File: src/cam_pkg.sv
// ----------------------------------------------------------------------------
// cam_pkg: shared types and constants of the clock/alarm mode controller
// Display modes, button codes, register indexes, decode windows and the
// hour/minute wrap helpers.
// ----------------------------------------------------------------------------
package cam_pkg;

	typedef logic [4:0] hour_t;
	typedef logic [5:0] minute_t;
	typedef logic [9:0] sample_t;
	typedef logic [1:0] mode_t;
	typedef logic [2:0] button_t;

	localparam mode_t MODE_TIME = 2'd0;
	localparam mode_t MODE_CELS = 2'd1;
	localparam mode_t MODE_FAHR = 2'd2;
	localparam mode_t MODE_SET  = 2'd3;

	localparam button_t BTN_NONE = 3'd0;
	localparam button_t BTN_A    = 3'd1;
	localparam button_t BTN_B    = 3'd2;
	localparam button_t BTN_C    = 3'd3;
	localparam button_t BTN_D    = 3'd4;

	localparam logic OP_TICK   = 1'b0;
	localparam logic OP_SAMPLE = 1'b1;

	localparam logic REG_ALARM_HOUR   = 1'b0;
	localparam logic REG_ALARM_MINUTE = 1'b1;

	localparam int unsigned CFG_DATA_W = 6;

	localparam hour_t   ALARM_HOUR_RST   = 5'd18;
	localparam minute_t ALARM_MINUTE_RST = 6'd30;
	localparam hour_t   CUR_HOUR_RST     = 5'd9;
	localparam minute_t CUR_MINUTE_RST   = 6'd25;
	localparam sample_t PREV_SAMPLE_RST  = 10'd1023;

	localparam hour_t   HOUR_MAX   = 5'd23;
	localparam minute_t MINUTE_MAX = 6'd59;

	localparam sample_t EDGE_LEVEL  = 10'd1010;
	localparam sample_t PRESS_LIMIT = 10'd1000;
	localparam sample_t WIN_A_LO = 10'd500;
	localparam sample_t WIN_A_HI = 10'd520;
	localparam sample_t WIN_B_LO = 10'd670;
	localparam sample_t WIN_B_HI = 10'd690;
	localparam sample_t WIN_C_LO = 10'd760;
	localparam sample_t WIN_C_HI = 10'd780;
	localparam sample_t WIN_D_LO = 10'd800;
	localparam sample_t WIN_D_HI = 10'd830;

	typedef struct packed {
		logic    op;
		sample_t button_sample;
	} item_t;

	typedef struct packed {
		mode_t   display_mode;
		hour_t   shown_hours;
		minute_t shown_minutes;
		logic    alarm_match;
		button_t button_code;
	} result_t;

	function automatic hour_t next_hour(input hour_t h);
		return (h >= HOUR_MAX) ? 5'd0 : h + 5'd1;
	endfunction

	function automatic minute_t next_minute(input minute_t m);
		return (m >= MINUTE_MAX) ? 6'd0 : m + 6'd1;
	endfunction

endpackage

File: src/cam_if.sv
// ----------------------------------------------------------------------------
// cam_if: valid/ready channels of the clock/alarm mode controller
// Input words carry a tick or a button sample; result words carry the display.
// ----------------------------------------------------------------------------
interface cam_item_if;
	logic               valid;
	logic               ready;
	logic               op;
	cam_pkg::sample_t   button_sample;

	modport source (output valid, output op, output button_sample, input ready);
	modport sink   (input valid, input op, input button_sample, output ready);
endinterface

interface cam_result_if;
	logic               valid;
	logic               ready;
	cam_pkg::mode_t     display_mode;
	cam_pkg::hour_t     shown_hours;
	cam_pkg::minute_t   shown_minutes;
	logic               alarm_match;
	cam_pkg::button_t   button_code;

	modport source (output valid, output display_mode, output shown_hours,
		output shown_minutes, output alarm_match, output button_code, input ready);
	modport sink   (input valid, input display_mode, input shown_hours,
		input shown_minutes, input alarm_match, input button_code, output ready);
endinterface

File: src/cam_btn_decode.sv
// ----------------------------------------------------------------------------
// cam_btn_decode: button ladder decoder
// Detects a falling crossing of the edge level and maps the sample to a key.
// ----------------------------------------------------------------------------
module cam_btn_decode (
	input  logic             is_sample,
	input  cam_pkg::sample_t sample,
	input  cam_pkg::sample_t prev_sample,
	output cam_pkg::button_t code
);

	logic press;

	assign press = is_sample && (sample < cam_pkg::EDGE_LEVEL)
		&& (prev_sample > cam_pkg::EDGE_LEVEL);

	always_comb begin
		code = cam_pkg::BTN_NONE;
		if (press && sample <= cam_pkg::PRESS_LIMIT) begin
			if (sample > cam_pkg::WIN_A_LO && sample < cam_pkg::WIN_A_HI)
				code = cam_pkg::BTN_A;
			else if (sample > cam_pkg::WIN_B_LO && sample < cam_pkg::WIN_B_HI)
				code = cam_pkg::BTN_B;
			else if (sample > cam_pkg::WIN_C_LO && sample < cam_pkg::WIN_C_HI)
				code = cam_pkg::BTN_C;
			else if (sample > cam_pkg::WIN_D_LO && sample < cam_pkg::WIN_D_HI)
				code = cam_pkg::BTN_D;
		end
	end

endmodule

File: src/cam_state.sv
// ----------------------------------------------------------------------------
// cam_state: time, set-time and mode state with next-state logic
// Applies one word per step strobe and forms the result from the new state.
// ----------------------------------------------------------------------------
module cam_state (
	input  logic             clk,
	input  logic             arst_n,
	input  logic             step,
	input  cam_pkg::item_t   item,
	input  cam_pkg::hour_t   alarm_hour,
	input  cam_pkg::minute_t alarm_minute,
	output cam_pkg::result_t res
);

	cam_pkg::hour_t   cur_h_q, cur_h_d, set_h_q, set_h_d;
	cam_pkg::minute_t cur_m_q, cur_m_d, set_m_q, set_m_d;
	cam_pkg::mode_t   mode_q, mode_d;
	cam_pkg::sample_t prev_q;
	cam_pkg::button_t code;

	cam_btn_decode u_decode (
		.is_sample   (item.op == cam_pkg::OP_SAMPLE),
		.sample      (item.button_sample),
		.prev_sample (prev_q),
		.code        (code)
	);

	always_comb begin
		cur_h_d = cur_h_q;
		cur_m_d = cur_m_q;
		set_h_d = set_h_q;
		set_m_d = set_m_q;
		mode_d  = mode_q;
		if (item.op == cam_pkg::OP_TICK) begin
			// carry into the hours on minute wrap
			cur_m_d = cam_pkg::next_minute(cur_m_q);
			if (cur_m_q >= cam_pkg::MINUTE_MAX)
				cur_h_d = cam_pkg::next_hour(cur_h_q);
		end else begin
			unique case (code)
				cam_pkg::BTN_A: begin
					if (mode_q == cam_pkg::MODE_TIME) begin
						mode_d  = cam_pkg::MODE_SET;
						set_h_d = cur_h_q;
						set_m_d = cur_m_q;
					end else if (mode_q == cam_pkg::MODE_SET) begin
						mode_d  = cam_pkg::MODE_TIME;
						cur_h_d = set_h_q;
						cur_m_d = set_m_q;
					end
				end
				cam_pkg::BTN_B: begin
					if (mode_q == cam_pkg::MODE_SET)
						set_h_d = cam_pkg::next_hour(set_h_q);
				end
				cam_pkg::BTN_C: begin
					if (mode_q == cam_pkg::MODE_SET)
						set_m_d = cam_pkg::next_minute(set_m_q);
				end
				cam_pkg::BTN_D: begin
					unique case (mode_q)
						cam_pkg::MODE_TIME: mode_d = cam_pkg::MODE_CELS;
						cam_pkg::MODE_CELS: mode_d = cam_pkg::MODE_FAHR;
						cam_pkg::MODE_FAHR: mode_d = cam_pkg::MODE_TIME;
						default:            mode_d = mode_q;
					endcase
				end
				default: ;
			endcase
		end
	end

	always_comb begin
		res.display_mode  = mode_d;
		res.shown_hours   = (mode_d == cam_pkg::MODE_SET) ? set_h_d : cur_h_d;
		res.shown_minutes = (mode_d == cam_pkg::MODE_SET) ? set_m_d : cur_m_d;
		res.alarm_match   = (cur_h_d == alarm_hour) && (cur_m_d == alarm_minute);
		res.button_code   = code;
	end

	always_ff @(posedge clk or negedge arst_n) begin
		if (!arst_n) begin
			cur_h_q <= cam_pkg::CUR_HOUR_RST;
			cur_m_q <= cam_pkg::CUR_MINUTE_RST;
			set_h_q <= '0;
			set_m_q <= '0;
			mode_q  <= cam_pkg::MODE_TIME;
			prev_q  <= cam_pkg::PREV_SAMPLE_RST;
		end else if (step) begin
			cur_h_q <= cur_h_d;
			cur_m_q <= cur_m_d;
			set_h_q <= set_h_d;
			set_m_q <= set_m_d;
			mode_q  <= mode_d;
			if (item.op == cam_pkg::OP_SAMPLE)
				prev_q <= item.button_sample;
		end
	end

endmodule

File: src/clock_alarm_mode_controller.sv
// A word taken into the input register moves on into the result register once
// that register is empty or its word is taken. Throughput: one word per cycle
// while result words are taken; the input register refills while the result
// register drains, all work sits in one combinational stage between them.
// Reset (arst_n low, asynchronous): time 09:25, set time 00:00, time display,
// previous sample 1023, alarm 18:30, both stages empty.
// ----------------------------------------------------------------------------
// clock_alarm_mode_controller: digital clock with alarm compare and set mode
// Minute ticks advance the clock; ladder samples drive set and display modes.
// ----------------------------------------------------------------------------
module clock_alarm_mode_controller (
	input  logic                             clk,
	input  logic                             arst_n,
	cam_item_if.sink                         item,
	cam_result_if.source                     result,
	input  logic                             wr_en,
	input  logic                             wr_index,
	input  logic [cam_pkg::CFG_DATA_W-1:0]   wr_data
);

	logic             valid_s1;
	cam_pkg::item_t   item_s1;
	logic             res_valid_q;
	cam_pkg::result_t res_q;
	cam_pkg::result_t res_d;
	cam_pkg::hour_t   alarm_hour_q;
	cam_pkg::minute_t alarm_minute_q;
	logic             advance;

	assign advance    = valid_s1 && (!res_valid_q || result.ready);
	assign item.ready = !valid_s1 || advance;

	always_ff @(posedge clk or negedge arst_n) begin
		if (!arst_n) begin
			alarm_hour_q   <= cam_pkg::ALARM_HOUR_RST;
			alarm_minute_q <= cam_pkg::ALARM_MINUTE_RST;
		end else if (wr_en) begin
			unique case (wr_index)
				cam_pkg::REG_ALARM_HOUR:   alarm_hour_q   <= wr_data[4:0];
				cam_pkg::REG_ALARM_MINUTE: alarm_minute_q <= wr_data[5:0];
				default: ;
			endcase
		end
	end

	always_ff @(posedge clk or negedge arst_n) begin
		if (!arst_n)
			valid_s1 <= 1'b0;
		else if (item.valid && item.ready)
			valid_s1 <= 1'b1;
		else if (advance)
			valid_s1 <= 1'b0;
	end

	always_ff @(posedge clk) begin
		if (item.valid && item.ready) begin
			item_s1.op            <= item.op;
			item_s1.button_sample <= item.button_sample;
		end
	end

	cam_state u_state (
		.clk          (clk),
		.arst_n       (arst_n),
		.step         (advance),
		.item         (item_s1),
		.alarm_hour   (alarm_hour_q),
		.alarm_minute (alarm_minute_q),
		.res          (res_d)
	);

	always_ff @(posedge clk or negedge arst_n) begin
		if (!arst_n)
			res_valid_q <= 1'b0;
		else if (advance)
			res_valid_q <= 1'b1;
		else if (result.ready)
			res_valid_q <= 1'b0;
	end

	always_ff @(posedge clk) begin
		if (advance)
			res_q <= res_d;
	end

	assign result.valid         = res_valid_q;
	assign result.display_mode  = res_q.display_mode;
	assign result.shown_hours   = res_q.shown_hours;
	assign result.shown_minutes = res_q.shown_minutes;
	assign result.alarm_match   = res_q.alarm_match;
	assign result.button_code   = res_q.button_code;

	// an empty input stage must always take a word
	a_ready_when_empty: assert property (@(posedge clk) disable iff (!arst_n)
		!valid_s1 |-> item.ready)
		else $error("input stage empty but not ready");

	// a tick never reports a button
	a_tick_no_button: assert property (@(posedge clk) disable iff (!arst_n)
		advance && item_s1.op == cam_pkg::OP_TICK
		|=> res_q.button_code == cam_pkg::BTN_NONE)
		else $error("button code on a tick word");

	// shown time stays in range
	a_time_range: assert property (@(posedge clk) disable iff (!arst_n)
		res_valid_q |-> (res_q.shown_hours <= cam_pkg::HOUR_MAX
			&& res_q.shown_minutes <= cam_pkg::MINUTE_MAX))
		else $error("shown time out of range");

	// a new result word only appears after a step
	a_result_from_step: assert property (@(posedge clk) disable iff (!arst_n)
		$rose(res_valid_q) |-> $past(advance))
		else $error("result word without a step");

endmodule
File: src/flat_wrapper.sv
// flat-port wrapper written by rule: the top's interface ports become plain ports
module clock_alarm_mode_controller_flat 
  (clk, arst_n, wr_en, wr_index, wr_data, item_valid, item_op, item_button_sample, item_ready, result_valid, result_display_mode, result_shown_hours, result_shown_minutes, result_alarm_match, result_button_code, result_ready);
  cam_item_if item_i ();
  cam_result_if result_i ();
  input  logic clk;
  input  logic arst_n;
  input  logic wr_en;
  input  logic wr_index;
  input  logic [cam_pkg::CFG_DATA_W-1:0] wr_data;
  input wire logic [$bits(item_i.valid)-1:0] item_valid;
  input wire logic [$bits(item_i.op)-1:0] item_op;
  input wire logic [$bits(item_i.button_sample)-1:0] item_button_sample;
  output wire logic [$bits(item_i.ready)-1:0] item_ready;
  output wire logic [$bits(result_i.valid)-1:0] result_valid;
  output wire logic [$bits(result_i.display_mode)-1:0] result_display_mode;
  output wire logic [$bits(result_i.shown_hours)-1:0] result_shown_hours;
  output wire logic [$bits(result_i.shown_minutes)-1:0] result_shown_minutes;
  output wire logic [$bits(result_i.alarm_match)-1:0] result_alarm_match;
  output wire logic [$bits(result_i.button_code)-1:0] result_button_code;
  input wire logic [$bits(result_i.ready)-1:0] result_ready;
  assign item_i.valid = item_valid;
  assign item_i.op = item_op;
  assign item_i.button_sample = item_button_sample;
  assign item_ready = item_i.ready;
  assign result_valid = result_i.valid;
  assign result_display_mode = result_i.display_mode;
  assign result_shown_hours = result_i.shown_hours;
  assign result_shown_minutes = result_i.shown_minutes;
  assign result_alarm_match = result_i.alarm_match;
  assign result_button_code = result_i.button_code;
  assign result_i.ready = result_ready;
  clock_alarm_mode_controller u_core (.clk(clk), .arst_n(arst_n), .item(item_i), .result(result_i), .wr_en(wr_en), .wr_index(wr_index), .wr_data(wr_data));
endmodule
File: config.mk
export PLATFORM = sky130hd
export DESIGN_NAME = clock_alarm_mode_controller_flat
export DESIGN_NICKNAME = d
export VERILOG_FILES = /design/src/cam_pkg.sv /design/src/cam_if.sv /design/src/cam_btn_decode.sv /design/src/cam_state.sv /design/src/clock_alarm_mode_controller.sv /design/src/flat_wrapper.sv
export SDC_FILE = /design/constraint.sdc
export NUM_CORES = 1
export LEC_CHECK = 0
export ABC_CLOCK_PERIOD_IN_PS = 3990
export BUFFER_PORTS_ARGS = -buffer_cell sky130_fd_sc_hd__buf_2
export CORE_MARGIN = 2
export CORE_UTILIZATION = 43
export DETAILED_ROUTE_END_ITERATION = 16
export GPL_TIMING_DRIVEN = 0
export SLEW_MARGIN = 15
export SYNTH_ARGS = -nofsm -noshare
export SYNTH_HDL_FRONTEND = slang
export SYNTH_HIERARCHICAL = 1
export SYNTH_SLANG_ARGS = --single-unit
File: constraint.sdc
create_clock -name clk -period 3.99 [get_ports clk]
set_clock_uncertainty 0.05 [all_clocks]
set_input_delay 0 -clock clk [delete_from_list [all_inputs] [get_ports clk]]
set_output_delay 0 -clock clk [all_outputs]
set_load 0.005 [all_outputs]
==> metrics.cfg, run 1 <==
[run_status]
status=finished clean

[synth]
synth_cell_types=80
syn_nets=483
netlist_area_mm2=0.00469
yosys_warnings=6
synth_edf_count=28
synthCells=452
ys_seq_area_frac=0.435
synth-seq-cells=75
synthFlopType=edfxtp_1
syn_area_per_cell_um2=10.4
async_reset_ff_frac=0.627

[placement]
gp_congestion=0.853
pre_cts_ws_ps=280
hpwl_mm=8.58
port_buffers=41
place_area_mm2=0.00507

[cts]
cts_buffers=9
clock_latency_ps=360
htreeDepth=3
cts_sinks=75
clk_root_buffer_cell=clkbuf_8
clockBufferDepth=2
path_clk_slew_ps=70
cts_tree=done

[cells_and_area]
syn2layout_area_growth_pct=17.3
drive_above_1_share=0.279
fillers=1016
design_area_mm2=0.00550
n_antenna_cell=0
nets=556

[sta]
relSlewSlack=0.339
hold_viol_final=0
setup_viol=0
min_period_ps=3620
drv_slew=0
finalSetupTns_ps=0
fmax_mhz=276
rsz0062_at_grt=no
fin_ws_ps=373
worst_pin_slew_ps=992
min_period_over_period=0.907

[worst_setup_path]
r2r_slack_ps=370
slowest_stage=edfxtp_1
cp.arrival_ps=3680
critical_path.max_fanout=10
required_ps=4050
slowest_delay_ps=510
crit_cells=12
rr_worst_depth=12
crit_end=u_core/result.shown_minutes[0]
timing.rr.end=u_core/result.shown_minutes[0]
r2r_start=u_core/item_s1[7]
path_class=flop to flop
cp.buffers_inverters=2
startpoint_type=flop
cp-end-kind=flop
crit_path_start=u_core/item_s1[7]
cp_top_family=simple AND/OR/NAND/NOR gates
worstPathCellList=nor4_2 -> and3_1 -> o21ai_1 -> a31oi_2 -> nor3b_2 -> buf_4 -> o21ai_0 -> o41ai_1 -> a22oi_1 -> nor2_1 -> buf_2 -> mux2_2

[drt]
wl_per_cell_um=18.4
first_pass_iters=5
routed_wl_mm=12.3
routed-via-count=3939
drc_errors=0
antenna_left=0
drt_iter0_drc=325
drt-vias-per-instance=5.88

[floorplan]
start_util=0.437
dieArea_mm2=0.0118
die_h_um=108
die_x_um=108
ios=42
coreArea_mm2=0.0107
rows=38

[power_and_ir_drop]
total_power_mw=2.83
peakVddDrop_uv=220
p_leak_nw=2.23
p_per_area_mw_per_mm2=515

[hold_path]
hold_class=input pin to flop
hold_start=wr_en
min_delay_path_depth=3

[global_routing]
antenna_found_initial=0
overflow=0
grtUsageTotal=0.222
grt_pass1_vias=3788
grt_start_max_net_pins=48
grt_pass1_wl_mm=20.0

[run]
cap_violations=0

-- layout make-up --
class,count,area (um^2),share of cell area
Clock buffer,13,149,0.0271
Tap cell,140,175,0.0318
Buffer,30,161,0.0293
Clock inverter,3,63.8,0.0116
Inverter,18,67.6,0.0123
Multi-Input combinational cell,329,2430,0.441
Timing Repair Buffer,62,418,0.0759
Sequential cell,75,2040,0.371
-- power by group --
group,total [mW],switching [mW],internal [mW]
logic,1.07,0.614,0.454
registers,1.12,0.113,1.01
clock network,0.646,0.278,0.368
total,2.83,1.00,1.83
-- worst register-to-register path, cell delays in order, from the launching register on --
cell	delay [ps]
edfxtp_1	510
nor4_2	370
and3_1	230
o21ai_1	110
a31oi_2	300
nor3b_2	280
buf_4	240
o21ai_0	110
o41ai_1	70
a22oi_1	180
nor2_1	210
buf_2	340
mux2_2	380
-- timing repair --
action | 4_1_cts | 5_1_grt
hold buffers | 21 | 0
gates resized for setup | 0 | 1
endpoints found under the hold margin | 50 | 0
buffers inserted | 0 | 0
setup endpoints to repair | 0 | 5
-- Yosys cell counts (6+ instances only) --
| master | instances | area (um^2) |
|---|---|---|
| nor2_1 | 30 | 113 |
| clkbuf_1 | 14 | 52.6 |
| a31oi_1 | 7 | 43.8 |
| dfstp_2 | 21 | 552 |
| nand2b_1 | 6 | 37.5 |
| a21oi_1 | 28 | 140 |
| buf_2 | 7 | 35.0 |
| dfrtp_1 | 26 | 651 |
| mux2i_1 | 16 | 160 |
| and3_1 | 7 | 43.8 |
| o21ai_0 | 22 | 110 |
| nand2_1 | 26 | 97.6 |
| nand4_1 | 7 | 43.8 |
| edfxtp_1 | 28 | 841 |
| ha_1 | 8 | 100 |
| inv_1 | 18 | 67.6 |
| nor3_1 | 8 | 40.0 |
| nand3_1 | 18 | 90.1 |
| mux2_4 | 6 | 90.1 |
| mux2_2 | 33 | 372 |
-- layer usage --
metal,global-route usage,wire [um],vias to the layer above,part of all wire
met5,0,0,-,0
met4,0.0705,199,0,0.016
met3,0.0398,845,17,0.069
met2,0.355,5850,158,0.47
met1,0.305,5430,1913,0.44
li1,-,-,1851,-
-- through the flow --
step / std cells / hold WS, ps / utilization
floorplan: 452 / -346 / -
global placement: 633 / 127 / 0.472
detailed placement: 633 / 128 / 0.472
CTS: 670 / 18.6 / 0.511
global route: 670 / 15.7 / 0.512
finish: 670 / 25.2 / 0.512
-- logic make-up after synthesis --
logic type	after synthesis	synth area share
and+or+nand+nor	142	0.174
buffers and inverters	48	0.0488
muxes	55	0.133
DFF	75	0.435
AOI/OAI and AO/OA	120	0.181
xor gates and xnor gates	4	0.00747
adders and majority gates	8	0.0213
-- how the worst min path moves through the flow --
stage / end / slack [ps]
2_1_floorplan: u_core/alarm_hour_q[0] / -350
3_3_place_gp: u_core/item_s1[7] / 130
3_5_place_dp: u_core/item_s1[7] / 130
4_1_cts: u_core/alarm_minute_q[0] / 20
5_1_grt: u_core/alarm_minute_q[0] / 20
6_report: u_core/alarm_minute_q[0] / 30
-- state kept, by name, summed over array words and instances, names as in the netlist, 2 cells and up --
signal and count:
u_core/u_state/mode_q 2, u_core/u_state/set_h_q 5, u_core/u_state/prev_q 10, u_core/alarm_minute_q 6, u_core/item_s1 11, u_core/alarm_hour_q 5, u_core/u_state/cur_m_q 6, u_core/result.button_code 3
u_core/u_state/cur_h_q 5, u_core/result.display_mode 2, u_core/result.shown_hours 5, u_core/u_state/set_m_q 6, u_core/result.shown_minutes 6
-- layout by cell type, fill, tap and decap left out, drive strengths merged, types with 3 or more instances in the layout --
cell / Yosys / layout
edfxtp: 28 / 28
dfrtp: 26 / 26
a31oi: 7 / 7
or3: 5 / 5
a21boi: 5 / 5
a21oi: 28 / 28
a2111oi: 4 / 4
nand3: 18 / 18
nor3: 10 / 10
and2: 5 / 5
xor2: 3 / 3
a22oi: 4 / 4
nor3b: 3 / 3
nor2: 31 / 31
nand2: 28 / 28
clkbuf: 16 / 29
dfstp: 21 / 21
buf: 14 / 55
inv: 18 / 18
o22ai: 5 / 5
dlygate4sd3: 0 / 21
o21a: 4 / 4
and3: 8 / 8
ha: 8 / 8
a22o: 5 / 5
and3b: 4 / 4
nand2b: 6 / 6
mux2: 39 / 39
o211ai: 5 / 5
o21ai: 23 / 23
and4: 3 / 3
nand4: 7 / 7
mux2i: 16 / 16
nor2b: 5 / 5
a211oi: 6 / 6
Note: power is estimated with default switching activity, not from simulation.
==> run 2, diff against run 1 <==
ABC_AREA = 1   (was not set)
==> run 2 against run 1 <==
Clock-buffer cell count down 4. Sequential share of layout area is 0.35 points lower. Sequential power decreased by 4%. Critical endpoint is now u_core/result.shown_minutes[5].
==> metrics.cfg, run 2 <==
[run_status]
status=finished clean

[floorplan]
die_x_um=108
ios=42
coreArea_mm2=0.0104
die_h_um=108
rows=37
start_util=0.445
dieArea_mm2=0.0116

[worst_setup_path]
slowest_stage=edfxtp_1
startpoint_type=flop
cp_top_family=simple AND/OR/NAND/NOR gates
cp.buffers_inverters=4
cp.arrival_ps=2990
slowest_delay_ps=470
cp-end-kind=flop
worstPathCellList=inv_1 -> nand2_1 -> nor3_1 -> nand3_1 -> a21oi_2 -> inv_2 -> nand3_2 -> nand2_1 -> nand2_1 -> nor3_1 -> a21oi_2 -> inv_2 -> nor2_4 -> buf_2 -> o21ai_0
cp_common_cell=nand2_1
required_ps=4010
critical_path.max_fanout=10
path_class=flop to flop

[sta]
relSlewSlack=0.569
worst_pin_slew_ps=646
finalSetupTns_ps=0
min_period_ps=2980
hold_viol_final=0
rsz0062_at_grt=no
fmax_mhz=336
drv_slew=0
setup_viol=0
min_period_over_period=0.746

[cells_and_area]
final_cell_mix=nand2_1 (207), nand3_1 (69), inv_1 (53), nor2_1 (50), o21ai_0 (47)
largest_register_ffs=11
fillers=1027
multi_input_area_mm2=0.00224
nets=736
final_common_cell=nand2_1
design_area_mm2=0.00556
regArea_mm2=0.00204
top_regs=u_core/item_s1 (11), u_core/u_state/prev_q (10)
drive_above_1_share=0.173
largest-register=u_core/item_s1
n_antenna_cell=0
syn2layout_area_growth_pct=20.4

[cts]
cts_tree=done
cts_buffers=9
htreeDepth=3
ctsHoldBuffers=36
path_clk_slew_ps=80
cts_resized=0
clk_root_buffer_cell=clkbuf_8
cts_setup_buffers=0
clock_latency_ps=360
clockBufferDepth=2
cts_sinks=75

[synth]
synthFlopType=edfxtp_1
synth-seq-cells=75
synth_edf_count=28
async_reset_ff_frac=0.627
yosysMostFrequentCell=nand2_1
yosys_warnings=6
synthTopCellsByArea=edfxtp_1 (18%), nand2_1 (17%), dfrtp_1 (14%)
synth_top_area_share=0.182
syn_nets=648
syn_area_per_cell_um2=7.48
synth_top_cell_by_area=edfxtp_1
synthCells=617
synth_cell_types=39
ys_seq_area_frac=0.443
netlist_area_mm2=0.00462
synth_common_cells=nand2_1 (207), nand3_1 (69), inv_1 (53)

[drt]
routed-via-count=4478
drc_errors=0
antenna_left=0
routed_wl_mm=12.8
drt_iter0_drc=287
wl_per_cell_um=15.1
drt-vias-per-instance=5.29
first_pass_iters=6

[power_and_ir_drop]
total_power_mw=2.27
cell_internal_pwr_mw=1.49
p_seq_frac=0.476
swShare=0.346
p_leak_nw=2.54
peakVddDrop_uv=293
combPwrFrac=0.271
p_per_area_mw_per_mm2=409
power_switching_mw=0.788
p_clk_frac=0.254

[global_routing]
grt_pass1_wl_mm=20.9
grt_pass1_vias=4366
grt_start_max_net_pins=48
overflow=0
grtUsageTotal=0.233
antenna_found_initial=0

[placement]
place_area_mm2=0.00500
hpwl_mm=9.19
gp_congestion=0.871
port_buffers=40

[run]
cap_violations=0

[hold_path]
hold_class=input pin to async pin

[run 2: per-stage QoR]
stage / hold WS [ps] / std cells / setup slack [ps] / util
finish: 147 / 846 / 1010 / 0.536
global route: 205 / 846 / 683 / 0.536
CTS: 281 / 846 / 1040 / 0.536
detailed placement: 128 / 794 / 1060 / 0.482
global placement: 126 / 793 / 552 / 0.481
floorplan: -346 / 617 / 1560 / -
[run 2: metal layers]
layer / global-route usage / part of all wire / up-vias
met4: 0.0769 / 0.016 / 0
met2: 0.386 / 0.48 / 144
met3: 0.0406 / 0.062 / 20
li1: - / - / 2204
met5: 0 / 0 / -
met1: 0.308 / 0.44 / 2110
[run 2: final cells by class]
class                      count  share of cell area
buffer                        18              0.0171
clock inverter                 7              0.0124
sequential                    75               0.368
clock buffer                   9              0.0223
tap                          136              0.0306
inverter                      63              0.0426
timing repair buffer          77               0.103
multi-input combinational    461               0.404
[run 2: cell families after synthesis]
| kind of cell | share of synthesized area |
|---|---|
| simple gates | 0.334 |
| fa+ha+maj | 0.0217 |
| compound gates | 0.101 |
| buf+inv | 0.0718 |
| mux | 0.0244 |
| xor+xnor | 0.00380 |
| flops | 0.443 |
[run 2: path summary, 6_finish.rpt]
check                           cells after the start                    from  slack [ps]                              to
max in group asynchronous                           2                  arst_n        3300       u_core/u_state/set_m_q[0]
min in group clk                                    2   item_button_sample[8]         290               u_core/item_s1[8]
worst min register to register                      2  u_core/alarm_hour_q[2]         440          u_core/alarm_hour_q[2]
worst min-delay path                                2                  arst_n         150        u_core/u_state/mode_q[0]
worst max register to register                     15       u_core/item_s1[8]        1010  u_core/result.shown_minutes[5]
worst max-delay path                               15       u_core/item_s1[8]        1010  u_core/result.shown_minutes[5]
[run 2: power groups by stage]
stage / logic (mW) / registers, mW / clock network, mW
6_report: 0.616 / 1.08 / 0.577
5_1_grt: 0.699 / 1.09 / 0.630
4_1_cts: 0.611 / 1.08 / 0.598
3_5_place_dp: 0.575 / 1.09 / 0
3_3_place_gp: 0.564 / 1.09 / 0
2_1_floorplan: 0.408 / 1.06 / 0
[run 2: worst reg2reg max path: stages (launching register included)]
cell,delay [ps]
edfxtp_1,470
inv_1,140
nand2_1,80
nor3_1,180
nand3_1,130
a21oi_2,270
inv_2,90
nand3_2,180
nand2_1,70
nand2_1,120
nor3_1,70
a21oi_2,170
inv_2,60
nor2_4,150
buf_2,260
o21ai_0,190
==> run 3, diff against run 2 <==
ABC_CLOCK_PERIOD_IN_PS = 3000   (was 3990)
clock period = 3 ns   (was 3.99 ns; I/O delays follow)
==> run 3 against run 2 <==
Core utilization grew 1.4 points. Die area unchanged. Clock power up 33%. Cell count up 1.1%. First-iteration DRC count up 50%. Combinational power increased by 36%. Sequential power grew 33%. Sequential share of layout area down 0.90 points. Critical endpoint unchanged. Largest cell class unchanged. Largest power group unchanged. Highest routed layer unchanged.
==> metrics.cfg, run 3 (synthesis gave the netlist of run 2 again) <==
[worst_setup_path]
path_class=flop to flop
cp.arrival_ps=2900
required_ps=3020
cp-end-kind=flop
critical_path.max_fanout=10
slowest_stage=dfstp_2
cp.buffers_inverters=2
timing.rr.end=u_core/result.shown_minutes[5]
cp_top_family=simple AND/OR/NAND/NOR gates
worstPathCellList=inv_1 -> nor2_1 -> nand2_1 -> a21oi_1 -> nand2_2 -> a21oi_4 -> nand2_2 -> nor2_4 -> o21ai_0 -> nand3_1 -> o21ai_2 -> nor2_4 -> buf_4 -> o21ai_0
r2r_start=u_core/u_state/prev_q[4]
slowest_delay_ps=530
rr_worst_depth=14
startpoint_type=flop
r2r_slack_ps=120

[floorplan]
dieArea_mm2=0.0116
ios=42
die_x_um=108
die_h_um=108
rows=37
coreArea_mm2=0.0104
start_util=0.445

[power_and_ir_drop]
peakVddDrop_uv=393
total_power_mw=3.05
p_leak_nw=2.61
p_per_area_mw_per_mm2=535

[sta]
fin_ws_ps=119
drv_slew=0
fmax_mhz=347
worst_pin_slew_ps=657
min_period_ps=2880
min_period_over_period=0.960
hold_slack_ps=151
setup_viol=0
hold_viol_final=0
relSlewSlack=0.562
rsz0062_at_grt=yes

[cts]
path_clk_slew_ps=80
cts_sinks=75
cts_tree=done
clk_root_buffer_cell=clkbuf_8
cts_buffers=9
htreeDepth=3
clock_latency_ps=360
clockBufferDepth=2

[cells_and_area]
multi_input_area_mm2=0.00231
final_cell_mix=nand2_1 (204), nand3_1 (68), inv_1 (53), o21ai_0 (47), nor2_1 (46)
n_antenna_cell=0
top_regs=u_core/item_s1 (11), u_core/u_state/prev_q (10)
nets=745
drive_above_1_share=0.197
largest-register=u_core/item_s1
fin_cells=855
final_common_cell=nand2_1
regArea_mm2=0.00204
design_area_mm2=0.00570
syn2layout_area_growth_pct=23.4
fillers=1012
largest_register_ffs=11

[drt]
antenna_left=0
drt_iter0_drc=430
drt-vias-per-instance=5.31
wl_per_cell_um=15.2
routed_wl_mm=13.0
routed-via-count=4538
first_pass_iters=6
drc_errors=0

[hold_path]
hold_class=input pin to async pin

[placement]
placedCellCount=794
port_buffers=40
pre_cts_ws_ps=72.9
hpwl_mm=9.19
place_area_mm2=0.00500
gp_congestion=0.871

[global_routing]
grt_start_max_net_pins=48
grtUsageTotal=0.233
grt_pass1_vias=4366
antenna_found_initial=0
overflow=0
grt_pass1_wl_mm=20.9

[run]
cap_violations=0

[run_status]
status=finished clean

-- run 3: worst max-delay path by stage --
stage                                        start                              to  slack [ps]  cells past startpoint
after global routing      u_core/u_state/prev_q[4]       u_core/result.alarm_match         -30                     19
final                     u_core/u_state/prev_q[4]  u_core/result.shown_minutes[5]         120                     14
after floorplan           u_core/u_state/prev_q[8]    u_core/result.shown_hours[0]         570                     18
after detailed placement         u_core/item_s1[7]  u_core/result.shown_minutes[5]          70                     15
after CTS                        u_core/item_s1[8]  u_core/result.shown_minutes[5]          50                     15
after global placement         u_core/result.valid       u_core/u_state/cur_h_q[1]        -440                      6
-- run 3: per-layer routing --
| layer | routed length, um | GRT usage | up-vias |
|---|---|---|---|
| met5 | 0 | 0 | - |
| met2 | 6240 | 0.386 | 166 |
| met4 | 179 | 0.0769 | 0 |
| met3 | 800 | 0.0406 | 18 |
| met1 | 5740 | 0.308 | 2128 |
| li1 | - | - | 2226 |
-- run 3: through the flow --
step | utilization | TNS, ps
floorplan | - | 0
global placement | 0.481 | -10310
detailed placement | 0.482 | 0
CTS | 0.536 | 0
global route | 0.549 | -27.3
finish | 0.549 | 0
-- run 3: report_power, final --
part | switching (mW) | internal, mW
sequential | 0.161 | 1.28
clock | 0.387 | 0.381
combinational | 0.512 | 0.326
-- run 3: cell type report --
| type | count | share of cell area |
|---|---|---|
| well taps | 136 | 0.0299 |
| plain buffers | 17 | 0.0169 |
| repair buffers | 87 | 0.114 |
| clock buffers | 9 | 0.0217 |
| multi-input cells | 461 | 0.405 |
| inverters | 63 | 0.0415 |
| flip-flops and latches | 75 | 0.359 |
| clock inverters | 7 | 0.0121 |
-- run 3: repair_timing --
item,CTS,global route
hold buffers,36,0
setup buffers,0,10
endpoints found under the setup margin,0,14
hold endpoints to repair,50,0
resized for setup,0,18
